**src/rtl/mvp_pkg.sv**
```systemverilog
// Shared types and constants for the matrix-vector product block.
package mvp_pkg;

  localparam int ElemW = 8;
  localparam int AccW = 32;
  localparam int DimW = 5;
  localparam int RowW = 4;
  localparam logic [DimW-1:0] DimReset = 5'd4;

  localparam logic [1:0] RegDim = 2'd0;

  localparam logic [1:0] StLoad = 2'd0;
  localparam logic [1:0] StPass1 = 2'd1;
  localparam logic [1:0] StPass2 = 2'd2;
  localparam logic [1:0] StEmit = 2'd3;

  // Control broadcast from the sequencer into the cell chain.
  typedef struct packed {
    logic clear;
    logic mac;
    logic load_ab;
    logic shift;
  } cell_ctrl_t;

endpackage

```
**src/rtl/mvp_cell.sv**
```systemverilog
// One cell of the chain: holds one row of A, its b entry and the row sums.
module mvp_cell
  import mvp_pkg::*;
#(
  parameter int NMax = 16,
  parameter int ColW = 4
) (
  input  logic                   clk,
  input  cell_ctrl_t             ctrl,
  input  logic                   wr_en,
  input  logic [ColW-1:0]        wr_col,
  input  logic [ElemW-1:0]       wr_data,
  input  logic                   vec_wr,
  input  logic [ColW-1:0]        rd_col,
  input  logic [AccW-1:0]        operand,
  input  logic [AccW-1:0]        shift_in,
  output logic [AccW-1:0]        shift_out,
  output logic [AccW-1:0]        ab_out,
  output logic [ElemW-1:0]       vec_out
);

  logic [ElemW-1:0] row_r [NMax];
  logic [ElemW-1:0] vec_r;
  logic [AccW-1:0]  acc_r;
  logic [AccW-1:0]  ab_r;
  logic [AccW-1:0]  prod;

  assign prod = AccW'($signed({{(AccW-ElemW){row_r[rd_col][ElemW-1]}}, row_r[rd_col]})
                      * $signed(operand));

  always_ff @(posedge clk) begin
    if (wr_en) begin
      row_r[wr_col] <= wr_data;
    end
    if (vec_wr) begin
      vec_r <= wr_data;
    end
    if (ctrl.clear) begin
      acc_r <= '0;
    end else if (ctrl.mac) begin
      acc_r <= acc_r + prod;
    end else if (ctrl.shift) begin
      acc_r <= shift_in;
    end
    if (ctrl.load_ab) begin
      ab_r <= acc_r;
    end else if (ctrl.shift) begin
      ab_r <= ab_r;
    end
  end

  assign shift_out = acc_r;
  assign ab_out = ab_r;
  assign vec_out = vec_r;

endmodule

```
**config.mk**
```make
export PLATFORM = sky130hd
export DESIGN_NAME = mvp_cell
export DESIGN_NICKNAME = d
export VERILOG_FILES = /design/src/rtl/mvp_pkg.sv /design/src/rtl/mvp_cell.sv
export SDC_FILE = /design/constraint.sdc
export NUM_CORES = 1
export LEC_CHECK = 0
export BUFFER_PORTS_ARGS = -buffer_cell sky130_fd_sc_hd__buf_2
export CAP_MARGIN = 15
export CORE_UTILIZATION = 50
export CTS_BUF_LIST = sky130_fd_sc_hd__clkbuf_4 sky130_fd_sc_hd__clkbuf_8
export CTS_CLUSTER_DIAMETER = 30
export CTS_CLUSTER_SIZE = 20
export DETAILED_ROUTE_END_ITERATION = 8
export GPL_ROUTABILITY_DRIVEN = 0
export PLACE_DENSITY_LB_ADDON = 0.08
export SLEW_MARGIN = 20
export SYNTH_ARGS = -nofsm -noshare
export SYNTH_HDL_FRONTEND = slang
export SYNTH_SLANG_ARGS = --single-unit
export TNS_END_PERCENT = 30
```
**constraint.sdc**
```tcl
create_clock -name clk -period 18.6 [get_ports clk]
set_input_delay 1.86 -clock clk [delete_from_list [all_inputs] [get_ports clk]]
set_output_delay 1.86 -clock clk [all_outputs]
set_load 0.01 [all_outputs]
```
# [After elaboration in Yosys (flattened, before gate mapping)]
# Memory sizes are Yosys's and may differ from the RTL's.
# Cells that the tools add are included.
[op_classes] add_sub_neg=1 mul=1 mux=4 n_reduce_logical=1
[ops] operator="$mux W32" n=2
[ops] operator="$add A32 B32 Y32" n=1
[ops] operator="$mul A8 B32 Y32" n=1
[ops] operator="$mux W1" n=2
[ops] operator="$reduce_bool A2 Y1" n=1
[totals] word_cells=11 reg_bits=72 memories=1 inputBits=87 output_inout_bits=72 ramBits=128
[mem_list] name="row_r" depth=16 width=8 rd=1 rd_clocked_by_memory_dff=0 wr=1 line_no="mvp_cell.sv:22" text="logic [ElemW-1:0] row_r [NMax];"

# [Logic depth before layout (Yosys ltp)]
# An unclocked memory read counts as a cell.
[logic_depth] word_depth=4 ltp_mapped=30 ltp_nobuf=25

# [Least setup slack after synthesis]
# No wires, ideal clock.
[synth_path] kind="input port to flip-flop" start="in rd_col[1]" end="reg acc_r[31] (netlist: shift_out[31])" required_ps=18542 setup_ps=58 path_stages=28 t_arrival_ps=8024 n_path_buf=5 slack_ps=10518 path_cell_list="buf_4 buf_4 buf_6 buf_4 mux2i_1 a22oi_1 o21a_1 o21a_1 clkbuf_1 nand2_1 fa_1 inv_1 fa_1 inv_1 fa_1 inv_1 fa_1 fa_1 ha_1 a2111oi_0 o21ai_0 nand3_1 nand3_1 a41o_1 o41ai_1 xor3_1 nor2_1 o21a_1"
[synth_between] elab_chain_cells=4
[synth_rtl] item="from (decl)" line_no="mvp_cell.sv:14" text="input logic [ColW-1:0] rd_col,"
[synth_rtl] item="$mem_v2 Z16 W8"
[synth_rtl] item="$mul A8 B32 Y32" line_no="mvp_cell.sv:29" text="* $signed(operand));"
[synth_rtl] item="$add A32 B32 Y32" line_no="mvp_cell.sv:41" text="acc_r <= acc_r + prod;"
[synth_rtl] item="$mux W32" line_no="mvp_cell.sv:40" text="end else if (ctrl.mac) begin"
[synth_rtl] item="to (signal assigned)" line_no="mvp_cell.sv:41"
[synth_rtl] item="to (signal assigned)" line_no="mvp_cell.sv:43" text="acc_r <= shift_in;"
[synth_rtl] item="to (decl)" line_no="mvp_cell.sv:24" text="logic [AccW-1:0] acc_r;"
# No other way between the ends.
# A chain may end at the register's enable or synchronous reset.

# [Final worst setup path]
[layout_path] start="in rd_col[1]" end="reg acc_r[26] (netlist: shift_out[26])"
# Same word-level chain as after synthesis.

==> flow_summary.toml <==
[run_status]
status = "completed"

[yosys]
yosysWarningCount = 0
avgSynthCellArea_sq_um = 12.2
ys_ff_latch = 200
synth_edf_count = 168
syn-cell-area_sq_mm = 0.0152
seq_area_frac_synth = 0.375
async_flop_share = 0
synthCells = 1241
synth_fp_nets = 1582
ys_types = 59
synth_ff_type = "edfxtp_1"

[timing]
fin_crit_sh = 0.480
tns_ns = 0
rsz0062_at_grt = "no"
finalSetupViolCount = 0
slew_violations = 0
fin_skew_ns = 0.0264
slew_headroom = 0.233
worst_slew_pin_slew_ns = 1.15
setup_slack_ns = 9.68
fmax_mhz = 112
period_needed_ns = 8.92
hold_viol = 0

[setup_path]
startpoint_type = "input pin"
timing.rr.start = "row_r[7][5]$_DFFE_PP_"
crit_type = "input pin to flip-flop"
rr_worst_depth = 20
critPathLaunch = "rd_col[1]"
cp.arrival_ns = 9.33
cp-end-kind = "flip-flop"
cp.required_ns = 19.01
worstPathMaxFanout = 38

[route]
drt_iter0_drc = 574
vias_per_cell = 5.54
routedWlPerCell_um = 20.9
vias = 9850
dr.pass1.iters = 4
totalWireLength_mm = 37.2
ant_nets = 0
route.detailed.drc = 0

[grt]
grt-busiest-layer = "met2"
gr-usage-met2 = 0.429
grt_pass1_vias = 10300
grt_antenna_before_repair = 1
grt_max_degree = 51
grtUsageMet3 = 0.0396
grt.overflow.total = 0
track_usage = 0.255
grt_pass1_wl_mm = 58.9
grt_use_met1 = 0.347

[clock_network]
cts_hold_buf = 0
cts_resized = 0
cts_setup_buffers = 0
cts_made_buffers = 17
clk_latency_ns = 0.49
clock-sinks = 200
htree_levels = 4
root_buffer = "clkbuf_8"
clk_pin_slew_worst_paths_ns = 0.13
cts_tree = "yes"
clockBufferDepth = 2

[die]
die_h_um = 176
die_w_um = 176
dieArea_sq_mm = 0.0310
io_pins = 159
core.rowCount = 63
initial_core_util = 0.510
core_area_sq_mm = 0.0297

[worst_hold_path]
min-delay-start = "shift_out[5]$_SDFFE_PP0P_"
hold_depth = 0
hold_path.class = "flip-flop to flip-flop"

[finish]
multiInputGateArea_sq_mm = 0.00871
syn_to_final_growth_pct = 10.3
final_nets = 1717
final_common_cell = "fa_1"
finalNonFillerCells = 1779
diodes = 0
drive_above_1_share = 0.165
final_cell_area_sq_mm = 0.0167
fillers = 2574
layout_common_cells = "fa_1 (187), edfxtp_1 (168), buf_2 (158), inv_1 (140), and2_1 (127)"
seq_area_sq_mm = 0.00569

[flow_run]
cap_violations = 0

[placed_design]
dp_hpwl_mm = 26.9
placed_cells = 1747
numPortBuffers = 158
placed_area_sq_mm = 0.0163
place_ws_ns = 9.03
logic make-up (layout without fill, tap and decap cells):
group | after synthesis | count (layout) | share of synthesized area
simple gates | 362 | 362 | 0.118
fa+ha+maj | 254 | 254 | 0.302
mux | 61 | 61 | 0.0659
compound gates | 140 | 140 | 0.0661
flops | 200 | 200 | 0.375
xor+xnor | 32 | 32 | 0.0213
buf+inv | 192 | 340 | 0.0510
stage by stage:
step           hold slack, ns  utilization
2_1_floorplan           0.499            -
3_5_place_dp            0.442        0.547
3_3_place_gp            0.437        0.547
4_1_cts                 0.468        0.563
6_report                0.464        0.563
5_1_grt                 0.482        0.563
flip-flops by register name (all words and copies together) (netlist names):
register	cells
vec_out	8
ab_out	32
row_r	128
shift_out	32
critical path: stages:
cell and delay [ns]:
buf_2 0.07, buf_4 0.49, mux4_2 0.61, mux2i_1 0.24
nand2_1 0.11, o21a_1 0.53, and2_1 0.40, fa_1 0.55
fa_1 0.43, fa_1 0.53, fa_1 0.42, ha_1 0.28
ha_1 0.33, o21a_1 0.21, o21a_1 0.17, or2_2 0.28
nor3b_1 0.14, a2111oi_0 0.85, nor2_1 0.19, a31oi_1 0.25
xor2_1 0.09, a211oi_1 0.24
metal layers:
layer,routed length [um],vias up,share of wire
met5,13,-,0.00035
met4,628,2,0.017
met3,1920,38,0.052
met2,18500,271,0.50
met1,16200,5070,0.44
li1,-,4469,-
final timing paths:
path,end,slack [ns]
worst max register to register,shift_out[26]$_SDFFE_PP0P_,11.40
worst min register to register,ab_out[5]$_DFFE_PP_,0.46
worst max-delay path,shift_out[26]$_SDFFE_PP0P_,9.68
worst min-delay path,ab_out[5]$_DFFE_PP_,0.46
cell type report:
type | count | area share
clock buffers | 17 | 0.0140
clock inverters | 15 | 0.0135
inverters | 143 | 0.0321
multi-input cells | 849 | 0.521
flip-flops and latches | 200 | 0.340
well taps | 390 | 0.0292
repair buffers | 165 | 0.0504
cells in the mapped netlist, drive strengths merged (8+ instances only):
| master | number | area [sq um] |
|---|---|---|
| dfxtp | 32 | 641 |
| o21a | 17 | 128 |
| nand2 | 113 | 427 |
| a211oi | 22 | 165 |
| fa | 187 | 3740 |
| mux4 | 28 | 668 |
| o21ai | 18 | 90.1 |
| nand3 | 8 | 40.0 |
| xnor2 | 16 | 140 |
| clkbuf | 35 | 131 |
| mux2i | 33 | 330 |
| nor3 | 10 | 50.1 |
| a21oi | 27 | 135 |
| buf | 14 | 105 |
| and2 | 127 | 795 |
| ha | 67 | 838 |
| o211a | 18 | 180 |
| nor2 | 74 | 278 |
| inv | 142 | 533 |
| edfxtp | 168 | 5040 |
| xor2 | 13 | 114 |
Power is left out: the tool's default activity adds up to more than one toggle a clock period on the data nets, which glitch-free logic cannot reach.
